## src/sv/fcbp_pkg.sv

```systemverilog
// Package: shared types, character codes and byte checks for the 8.3 name parser.
`timescale 1ns / 1ps

package fcbp_pkg;

	localparam logic [7:0] CH_NUL   = 8'h00;
	localparam logic [7:0] CH_BLANK = 8'h20;
	localparam logic [7:0] CH_A     = 8'h41;
	localparam logic [7:0] CH_P     = 8'h50;
	localparam logic [7:0] CH_LC_A  = 8'h61;
	localparam logic [7:0] CH_LC_Z  = 8'h7A;
	localparam logic [7:0] CH_STAR  = 8'h2A;
	localparam logic [7:0] CH_QUERY = 8'h3F;
	localparam logic [7:0] CH_DOT   = 8'h2E;
	localparam logic [7:0] CH_COLON = 8'h3A;
	localparam logic [7:0] CASE_MASK = 8'hDF;
	localparam logic [7:0] CH_HIGH  = 8'h80;

	localparam int NAME_LEN = 8;
	localparam int TYPE_LEN = 3;
	localparam int IDX_W    = 4;

	localparam logic [63:0] BLANK_NAME = {NAME_LEN{CH_BLANK}};
	localparam logic [23:0] BLANK_TYPE = {TYPE_LEN{CH_BLANK}};

	localparam int FCBP_QUEUE_DEPTH = 4;

	typedef enum logic [1:0] {
		FS_SKIP,
		FS_HELD,
		FS_REPLAY,
		FS_RUN
	} front_state_t;

	typedef enum logic [2:0] {
		BP_NAME,
		BP_NAME_STAR,
		BP_TYPE,
		BP_TYPE_STAR,
		BP_IGNORE
	} back_phase_t;

	typedef enum logic [1:0] {
		OP_TAKE,
		OP_DRIVE,
		OP_END
	} op_kind_t;

	typedef struct packed {
		op_kind_t   kind;
		logic [7:0] ch;
		logic       wild;
	} op_t;

	// Flags a byte that may not stand in a name and returns it upper-cased.
	function automatic logic [8:0] check_byte(input logic [7:0] b, input logic wild);
		logic       bad;
		logic [7:0] v;
		bad = (b < CH_BLANK) || (b >= CH_HIGH);
		if (!wild && (b == CH_STAR || b == CH_QUERY))
			bad = 1'b1;
		v = b;
		if (b inside {[CH_LC_A:CH_LC_Z]})
			v = b - CH_BLANK;
		return {bad, v};
	endfunction

endpackage

```

## src/sv/fcbp_queue.sv

```systemverilog
// Small register queue between the front and back ends.
`timescale 1ns / 1ps

module fcbp_queue
	import fcbp_pkg::*;
#(
	parameter int WIDTH = 8,
	parameter int DEPTH = FCBP_QUEUE_DEPTH
) (
	input  logic             clk,
	input  logic             arst_n,
	input  logic             push,
	input  logic [WIDTH-1:0] din,
	output logic             space,
	input  logic             pop,
	output logic [WIDTH-1:0] dout,
	output logic             avail
);

	localparam int PTR_W = (DEPTH > 1) ? $clog2(DEPTH) : 1;
	localparam int CNT_W = $clog2(DEPTH + 1);
	localparam logic [PTR_W-1:0] PTR_LAST = PTR_W'(DEPTH - 1);
	localparam logic [CNT_W-1:0] CNT_FULL = CNT_W'(DEPTH);

	logic [WIDTH-1:0] mem_q [DEPTH];
	logic [PTR_W-1:0] wr_ptr_q;
	logic [PTR_W-1:0] rd_ptr_q;
	logic [CNT_W-1:0] count_q;
	logic             do_push;
	logic             do_pop;

	assign space   = (count_q != CNT_FULL);
	assign avail   = (count_q != '0);
	assign dout    = mem_q[rd_ptr_q];
	assign do_push = push && space;
	assign do_pop  = pop && avail;

	always_ff @(posedge clk) begin
		if (do_push)
			mem_q[wr_ptr_q] <= din;
	end

	always_ff @(posedge clk or negedge arst_n) begin
		if (!arst_n) begin
			wr_ptr_q <= '0;
			rd_ptr_q <= '0;
			count_q  <= '0;
		end else begin
			if (do_push)
				wr_ptr_q <= (wr_ptr_q == PTR_LAST) ? '0 : wr_ptr_q + 1'b1;
			if (do_pop)
				rd_ptr_q <= (rd_ptr_q == PTR_LAST) ? '0 : rd_ptr_q + 1'b1;
			if (do_push && !do_pop)
				count_q <= count_q + 1'b1;
			else if (do_pop && !do_push)
				count_q <= count_q - 1'b1;
		end
	end

endmodule

```

## src/sv/fcbp_front.sv

```systemverilog
// Front end: skips leading blanks, spots a drive prefix and queues operations.
`timescale 1ns / 1ps

module fcbp_front
	import fcbp_pkg::*;
(
	input  logic       clk,
	input  logic       arst_n,
	input  logic       in_valid,
	output logic       in_ready,
	input  logic [7:0] ch,
	input  logic       wildcards_ok,
	output logic       push,
	output op_t        push_op,
	input  logic       q_space
);

	front_state_t state_q;
	front_state_t state_d;
	logic [7:0]   held_q;
	logic         wild_q;
	logic         in_fire;

	assign in_ready = q_space && (state_q != FS_REPLAY);
	assign in_fire  = in_valid && in_ready;

	// next state
	always_comb begin
		state_d = state_q;
		case (state_q)
			FS_SKIP: begin
				if (in_fire && ch != CH_NUL && ch != CH_BLANK)
					state_d = FS_HELD;
			end
			FS_HELD: begin
				if (in_fire)
					state_d = (ch == CH_COLON) ? FS_RUN : FS_REPLAY;
			end
			FS_REPLAY: begin
				if (q_space)
					state_d = (held_q == CH_NUL) ? FS_SKIP : FS_RUN;
			end
			FS_RUN: begin
				if (in_fire && ch == CH_NUL)
					state_d = FS_SKIP;
			end
			default: state_d = FS_SKIP;
		endcase
	end

	// outputs
	always_comb begin
		push         = 1'b0;
		push_op.kind = OP_TAKE;
		push_op.ch   = ch;
		push_op.wild = wild_q;
		case (state_q)
			FS_SKIP: begin
				push         = in_fire && (ch == CH_NUL);
				push_op.kind = OP_END;
				push_op.wild = wildcards_ok;
			end
			FS_HELD: begin
				push         = in_fire;
				push_op.kind = (ch == CH_COLON) ? OP_DRIVE : OP_TAKE;
				push_op.ch   = held_q;
			end
			FS_REPLAY: begin
				// second operation of the character after the first one
				push         = q_space;
				push_op.kind = (held_q == CH_NUL) ? OP_END : OP_TAKE;
				push_op.ch   = held_q;
			end
			FS_RUN: begin
				push         = in_fire;
				push_op.kind = (ch == CH_NUL) ? OP_END : OP_TAKE;
			end
			default: push = 1'b0;
		endcase
	end

	always_ff @(posedge clk) begin
		if (in_fire && (state_q == FS_SKIP || state_q == FS_HELD))
			held_q <= ch;
	end

	always_ff @(posedge clk or negedge arst_n) begin
		if (!arst_n) begin
			state_q <= FS_SKIP;
			wild_q  <= 1'b0;
		end else begin
			state_q <= state_d;
			if (in_fire && state_q == FS_SKIP)
				wild_q <= wildcards_ok;
		end
	end

endmodule

```

## src/sv/fcbp_back.sv

```systemverilog
// Back end: fills the name and type buffers and builds the result on the terminator.
`timescale 1ns / 1ps

module fcbp_back
	import fcbp_pkg::*;
(
	input  logic        clk,
	input  logic        arst_n,
	input  logic        op_valid,
	input  op_t         op,
	output logic        pop,
	output logic        out_valid,
	input  logic        out_ready,
	output logic        ok,
	output logic [4:0]  drive,
	output logic [63:0] base_name,
	output logic [23:0] extension
);

	localparam logic [IDX_W-1:0] NAME_LIM = IDX_W'(NAME_LEN);
	localparam logic [IDX_W-1:0] TYPE_LIM = IDX_W'(TYPE_LEN);

	back_phase_t       phase_q, phase_d;
	logic [IDX_W-1:0]  idx_q, idx_d;
	logic [63:0]       name_q, name_d;
	logic [23:0]       type_q, type_d;
	logic [4:0]        drive_q, drive_d;
	logic              err_q, err_d;

	logic              out_valid_q;
	logic              ok_q;
	logic [4:0]        drive_out_q;
	logic [63:0]       name_out_q;
	logic [23:0]       type_out_q;

	logic              out_free;
	logic              in_name;
	logic [IDX_W-1:0]  lim;
	logic [7:0]        d_up;
	logic              end_bad;
	logic [63:0]       name_chk;
	logic [23:0]       type_chk;
	logic [8:0]        chk;

	assign out_free = !out_valid_q || out_ready;
	assign pop      = op_valid && ((op.kind != OP_END) || out_free);
	assign in_name  = (phase_q == BP_NAME);
	assign lim      = in_name ? NAME_LIM : TYPE_LIM;
	assign d_up     = op.ch & CASE_MASK;

	// state update for one character or drive letter
	always_comb begin
		phase_d = phase_q;
		idx_d   = idx_q;
		name_d  = name_q;
		type_d  = type_q;
		drive_d = drive_q;
		err_d   = err_q;
		if (op.kind == OP_DRIVE) begin
			if (d_up inside {[CH_A:CH_P]}) begin
				drive_d = 5'(d_up - CH_A) + 5'd1;
			end else begin
				err_d   = 1'b1;
				phase_d = BP_IGNORE;
			end
		end else begin
			case (phase_q)
				BP_NAME, BP_TYPE: begin
					if (op.ch == CH_BLANK) begin
						phase_d = BP_IGNORE;
					end else if (in_name && op.ch == CH_DOT) begin
						phase_d = BP_TYPE;
						idx_d   = '0;
					end else if (op.wild && op.ch == CH_STAR) begin
						// fill the rest of the part with query marks
						for (int i = 0; i < NAME_LEN; i++)
							if (in_name && IDX_W'(i) >= idx_q)
								name_d[63-8*i -: 8] = CH_QUERY;
						for (int i = 0; i < TYPE_LEN; i++)
							if (!in_name && IDX_W'(i) >= idx_q)
								type_d[23-8*i -: 8] = CH_QUERY;
						idx_d   = lim;
						phase_d = in_name ? BP_NAME_STAR : BP_TYPE_STAR;
					end else if (idx_q >= lim) begin
						err_d   = 1'b1;
						phase_d = BP_IGNORE;
					end else begin
						for (int i = 0; i < NAME_LEN; i++)
							if (in_name && IDX_W'(i) == idx_q)
								name_d[63-8*i -: 8] = op.ch;
						for (int i = 0; i < TYPE_LEN; i++)
							if (!in_name && IDX_W'(i) == idx_q)
								type_d[23-8*i -: 8] = op.ch;
						idx_d = idx_q + 1'b1;
					end
				end
				BP_NAME_STAR: begin
					if (op.ch == CH_DOT) begin
						phase_d = BP_TYPE;
						idx_d   = '0;
					end else if (op.ch == CH_BLANK) begin
						phase_d = BP_IGNORE;
					end else begin
						err_d   = 1'b1;
						phase_d = BP_IGNORE;
					end
				end
				BP_TYPE_STAR: begin
					if (op.ch != CH_BLANK)
						err_d = 1'b1;
					phase_d = BP_IGNORE;
				end
				default: phase_d = phase_q;
			endcase
		end
	end

	// validate and upper-case the finished entry
	always_comb begin
		end_bad  = err_q || (name_q[63:56] == CH_BLANK);
		name_chk = '0;
		type_chk = '0;
		chk      = '0;
		for (int i = 0; i < NAME_LEN; i++) begin
			chk = check_byte(name_q[63-8*i -: 8], op.wild);
			name_chk[63-8*i -: 8] = chk[7:0];
			end_bad = end_bad || chk[8];
		end
		for (int i = 0; i < TYPE_LEN; i++) begin
			chk = check_byte(type_q[23-8*i -: 8], op.wild);
			type_chk[23-8*i -: 8] = chk[7:0];
			end_bad = end_bad || chk[8];
		end
	end

	always_ff @(posedge clk) begin
		if (pop && op.kind == OP_END) begin
			ok_q        <= !end_bad;
			drive_out_q <= end_bad ? '0 : drive_q;
			name_out_q  <= end_bad ? '0 : name_chk;
			type_out_q  <= end_bad ? '0 : type_chk;
		end
	end

	always_ff @(posedge clk or negedge arst_n) begin
		if (!arst_n) begin
			phase_q     <= BP_NAME;
			idx_q       <= '0;
			name_q      <= BLANK_NAME;
			type_q      <= BLANK_TYPE;
			drive_q     <= '0;
			err_q       <= 1'b0;
			out_valid_q <= 1'b0;
		end else begin
			if (pop && op.kind == OP_END) begin
				// clear for the next name
				phase_q     <= BP_NAME;
				idx_q       <= '0;
				name_q      <= BLANK_NAME;
				type_q      <= BLANK_TYPE;
				drive_q     <= '0;
				err_q       <= 1'b0;
				out_valid_q <= 1'b1;
			end else begin
				if (pop) begin
					phase_q <= phase_d;
					idx_q   <= idx_d;
					name_q  <= name_d;
					type_q  <= type_d;
					drive_q <= drive_d;
					err_q   <= err_d;
				end
				if (out_ready)
					out_valid_q <= 1'b0;
			end
		end
	end

	assign out_valid = out_valid_q;
	assign ok        = ok_q;
	assign drive     = drive_out_q;
	assign base_name = name_out_q;
	assign extension = type_out_q;

endmodule

```

## src/sv/filename_to_fcb_parser.sv

```systemverilog
// Top level: streaming file name to 8.3 directory entry parser.
//
//  channel  | dir | transfer carries
//  ---------+-----+---------------------------------------------------------
//  s_*      | in  | one name character and the wildcard permission flag
//  m_*      | out | one parsed entry per terminator: ok, drive, name, type
//
// One character is taken per cycle while the queue has space. The character
// after a name's first non-blank one queues two operations unless it is the
// drive colon, and input waits while the second is queued. The back end
// handles one queued operation a cycle unless a terminator waits on a full
// output register. arst_n clears all control state at once. The operation
// queue lets the input run on while a finished entry waits on m_tready.
`timescale 1ns / 1ps

module filename_to_fcb_parser
	import fcbp_pkg::*;
#(
	parameter int QUEUE_DEPTH = FCBP_QUEUE_DEPTH
) (
	input  logic        clk,
	input  logic        arst_n,
	input  logic        s_tvalid,
	output logic        s_tready,
	input  logic [15:0] s_tdata,  // [7:0] ch, [8] wildcards_ok, [15:9] zero
	output logic        m_tvalid,
	input  logic        m_tready,
	output logic [95:0] m_tdata   // [0] ok, [5:1] drive, [69:6] base_name,
	                              // [93:70] extension, [95:94] zero
);

	localparam int OP_W = $bits(op_t);

	logic            push;
	op_t             push_op;
	logic            q_space;
	logic            q_avail;
	logic            pop;
	logic [OP_W-1:0] q_dout;
	op_t             q_op;
	logic            ok;
	logic [4:0]      drive;
	logic [63:0]     base_name;
	logic [23:0]     extension;

	assign q_op = op_t'(q_dout);

	fcbp_front u_front (
		.clk          (clk),
		.arst_n       (arst_n),
		.in_valid     (s_tvalid),
		.in_ready     (s_tready),
		.ch           (s_tdata[7:0]),
		.wildcards_ok (s_tdata[8]),
		.push         (push),
		.push_op      (push_op),
		.q_space      (q_space)
	);

	fcbp_queue #(
		.WIDTH (OP_W),
		.DEPTH (QUEUE_DEPTH)
	) u_queue (
		.clk    (clk),
		.arst_n (arst_n),
		.push   (push),
		.din    (OP_W'(push_op)),
		.space  (q_space),
		.pop    (pop),
		.dout   (q_dout),
		.avail  (q_avail)
	);

	fcbp_back u_back (
		.clk       (clk),
		.arst_n    (arst_n),
		.op_valid  (q_avail),
		.op        (q_op),
		.pop       (pop),
		.out_valid (m_tvalid),
		.out_ready (m_tready),
		.ok        (ok),
		.drive     (drive),
		.base_name (base_name),
		.extension (extension)
	);

	assign m_tdata = {2'b00, extension, base_name, drive, ok};

endmodule

```

## config.mk

```make
export PLATFORM = sky130hd
export DESIGN_NAME = filename_to_fcb_parser
export DESIGN_NICKNAME = d
export VERILOG_FILES = /design/src/sv/fcbp_pkg.sv /design/src/sv/fcbp_queue.sv /design/src/sv/fcbp_front.sv /design/src/sv/fcbp_back.sv /design/src/sv/filename_to_fcb_parser.sv
export SDC_FILE = /design/constraint.sdc
export NUM_CORES = 1
export LEC_CHECK = 0
export ABC_AREA = 1
export BUFFER_PORTS_ARGS = -buffer_cell sky130_fd_sc_hd__buf_2
export CORE_MARGIN = 2
export CORE_UTILIZATION = 40
export CTS_CLUSTER_SIZE = 30
export DETAILED_ROUTE_END_ITERATION = 7
export PLACE_DENSITY_LB_ADDON = 0.25
export SLEW_MARGIN = 20
export SYNTH_ARGS = -nofsm -noshare
export SYNTH_HDL_FRONTEND = slang
export SYNTH_HIERARCHICAL = 1
export SYNTH_SLANG_ARGS = --single-unit
```

## constraint.sdc

```tcl
create_clock -name clk -period 13.05 [get_ports clk]
set_clock_uncertainty 0.15 [all_clocks]
set_input_delay 0.6525 -clock clk [delete_from_list [all_inputs] [get_ports clk]]
set_output_delay 0.6525 -clock clk [all_outputs]
set_load 0.005 [all_outputs]
```

==> run_results.csv <==
group,metric,value,unit
outcome,status,"completed",
grt,grt_use_total,16.9,%
clocking,htreeDepth,1,
drt,wire_per_inst,14.0,um
synth,avgSynthCellArea,9.06,um2
drt,wirelength,28300,um
run,drv_cap,0,
floorplan,start_util,40.4,%
drt,first_iter_violations,707,
setup_path,r2r_setup_slack,8.92,ns
clocking,clk_pin_slew,0.06,ns
setup_path,setup.worst_path.end_class,"register",
floorplan,core-area,32500,um2
synth,netlist.area_leader.share,33.4,%
sta,hold_violations,0,
drt,drc,0,
drt,viasPerCell,4.78,
sta,timing.fmax,242,MHz
layout,area_growth,13.8,%
layout,mostFrequentLayoutCells,"355 x nand2_1, 208 x inv_1, 176 x nor2_1",
setup_path,crit_arrival,4.39,ns
setup_path,worstSetupPathType,"reg -> reg",
layout,final_common_cell,"nand2_1",
synth,yosysSeqAreaShare,54.9,%
drt,dr.pass1.iters,6,
drt,vias,9628,
placed_design,place.gp.congestion,0.870,
setup_path,cp_cell_sequence,"inv_1, o211ai_1, nand2_1, inv_2, nand2_1, inv_1, nand3_2, nand3_1, nand3_4, nor2_2, o21ai_0",
placed_design,place_hpwl,19500,um
clocking,cts_buffers,30,
setup_path,crit_buf_inv,3,
power,power_density,280,nW/um2
power,p_leak,6.76,nW
min_path,hold_start,"s_tdata[5]",
setup_path,r2r_cells,11,
min_path,hold_class,"in -> reg",
synth,postSynthCellCount,1448,
setup_path,r2r_end,"u_back/type_q[2]",
setup_path,slowest_delay,0.67,ns
sta,fin_setup_tns,0,ns
setup_path,path_delay_family,"simple AND/OR/NAND/NOR gates",
floorplan,fp-row-count,66,
clocking,cts.path.max_buffers,3,
floorplan,ios,118,
power,finalPower,0.00418,W
layout,drive_gt1_share,16.2,%
setup_path,crit_fanout,35,
grt,antenna_found_initial,0,
synth,synthTopCellsByArea,"edfxtp_1 33%, dfrtp_1 19%, nand2_1 10%, inv_1 6.0%, nor2_1 5.1%",
setup_path,cp_slowest_cell,"dfrtp_1",
floorplan,die_y,185,um
sta,setup-violations-final,0,
placed_design,portBuffers,108,
sta,whs,0.148,ns
synth,synth_seq_cells,258,
drt,drtAntennaViolNets,0,
sta,worst_pin_slew,1.08,ns
sta,finalMaxSlewViolations,0,
floorplan,die-area,34300,um2
clocking,clkLatencyLatePin,0.56,ns
synth,ys_warn_count,6,
floorplan,die_w,185,um
sta,relSlewSlack,27.9,%
setup_path,r2r_start,"u_queue/rd_ptr_q[1]",
synth,synth_top_area_cell,"edfxtp_1",
setup_path,cp-start-kind,"register",
sta,grt_setup_unrepaired,"false",
synth,syn_area,13100,um2
grt,grt_max_degree,95,
clocking,clkSinkCount,258,
clocking,cts-root-buf,"clkbuf_16",
grt,grt_pass1_wl,46500,um
clocking,cts_tree,"yes",
setup_path,crit_required,13.31,ns
synth,yosys.cell_types.count,48,
sta,period_needed,4.13,ns
min_path,whs_path_depth,1,
grt,overflow,0,
layout,n_antenna_cell,0,
layout,fin_nets,1610,
min_path,min_to,"u_front/held_q[5]",
grt,grt_pass1_vias,9140,
sta,min_period_over_period,31.6,%
power,ir_drop,0.145,mV
==> through the flow <==
step                      setup WS, ns  util (%)  instance area [um2]  instances
after global routing              8.43      46.0                14900       2016
after floorplan                   8.72         -                13100       1449
after detailed placement          8.89      42.9                13900       1959
after CTS                         8.87      46.0                14900       2016
after global placement            8.96      42.9                13900       1959
final                             8.92      46.0                14900       2016
==> what timing repair did <==
action | CTS | global route
gates resized for setup | 0 | 0
hold buffers | 1 | 0
buffers inserted | 0 | 0
endpoints found under the hold margin | 24 | 0
==> sequential cells by signal, summed over array words and instances, names as in the netlist <==
name and flops:
u_front/held_q 8, u_queue/wr_ptr_q 2, u_back/type_q 24, u_front/state_q 2
u_back/drive_q 5, u_back/extension 24, u_back/drive 5, u_back/ok 1
u_back/name_q 64, u_back/err_q 1, u_back/idx_q 4, u_back/out_valid 1
u_queue/rd_ptr_q 2, u_back/phase_q 3, u_back/base_name 64, u_front/wild_q 1
u_queue/mem_q 44, u_queue/count_q 3
==> power by group <==
part	total, W	internal [W]	switching [W]
Clock	0.000821	0.000482	0.000338
Combinational	0.00186	0.000550	0.00131
Sequential	0.00149	0.00130	0.000198
==> routing by layer <==
layer / track usage, % / up-vias / part of all wire, % / wire length [um]
li1: - / 4909 / - / -
met1: 23.0 / 4456 / 47 / 13200
met2: 28.6 / 217 / 47 / 13300
met3: 2.38 / 46 / 4.5 / 1280
met4: 4.29 / 0 / 1.8 / 507
met5: 0 / - / 0 / 0
==> cell families after synthesis <==
family / count (synthesis) / synth area share [%]
buf+inv: 264 / 8.95
flops: 258 / 54.9
simple gates: 701 / 23.9
fa+ha+maj: 40 / 3.87
compound gates: 183 / 8.34
xor+xnor: 1 / 0.0668
other cells: 1 / 0.0286
==> worst max-delay path by stage <==
stage                        start  depth (start not counted)               end  slack [ns]
2_1_floorplan  u_queue/rd_ptr_q[0]                         14  u_back/type_q[2]        8.72
3_3_place_gp   u_queue/rd_ptr_q[1]                         11  u_back/type_q[7]        8.96
3_5_place_dp   u_queue/rd_ptr_q[1]                         11  u_back/type_q[2]        8.89
4_1_cts        u_queue/rd_ptr_q[1]                         11  u_back/type_q[2]        8.87
5_1_grt        u_queue/rd_ptr_q[1]                         12  u_back/type_q[6]        8.43
6_report       u_queue/rd_ptr_q[1]                         11  u_back/type_q[2]        8.92
==> synth_stat cells, drive strengths merged <==
| library cell | number |
|---|---|
| nand3 | 96 |
| a21boi | 1 |
| a211o | 1 |
| o21bai | 1 |
| o22ai | 1 |
| nand4 | 20 |
| a21oi | 17 |
| xnor2 | 1 |
| buf | 39 |
| clkbuf | 7 |
| dfrtp | 101 |
| a41oi | 1 |
| dfstp | 11 |
| o31ai | 1 |
| ha | 39 |
| o21ai | 134 |
| o2111ai | 1 |
| clkinv | 1 |
| or2 | 1 |
| o221ai | 1 |
| a31o | 1 |
| o211ai | 22 |
| o21a | 1 |
| nand2 | 369 |
| nor3b | 1 |
| nor2 | 195 |
| fa | 1 |
| edfxtp | 146 |
| conb | 1 |
| inv | 217 |
| nor4 | 7 |
| and3 | 1 |
| nor3 | 11 |
==> final cells by class <==
type / instances / area [um2]
fillers: 3114 / 17500
flip-flops and latches: 258 / 7200
multi-input cells: 927 / 4770
inverters: 218 / 831
clock buffers: 31 / 754
repair buffers: 115 / 598
well taps: 442 / 553
clock inverters: 25 / 234
Note: power is estimated with default switching activity, not from simulation.
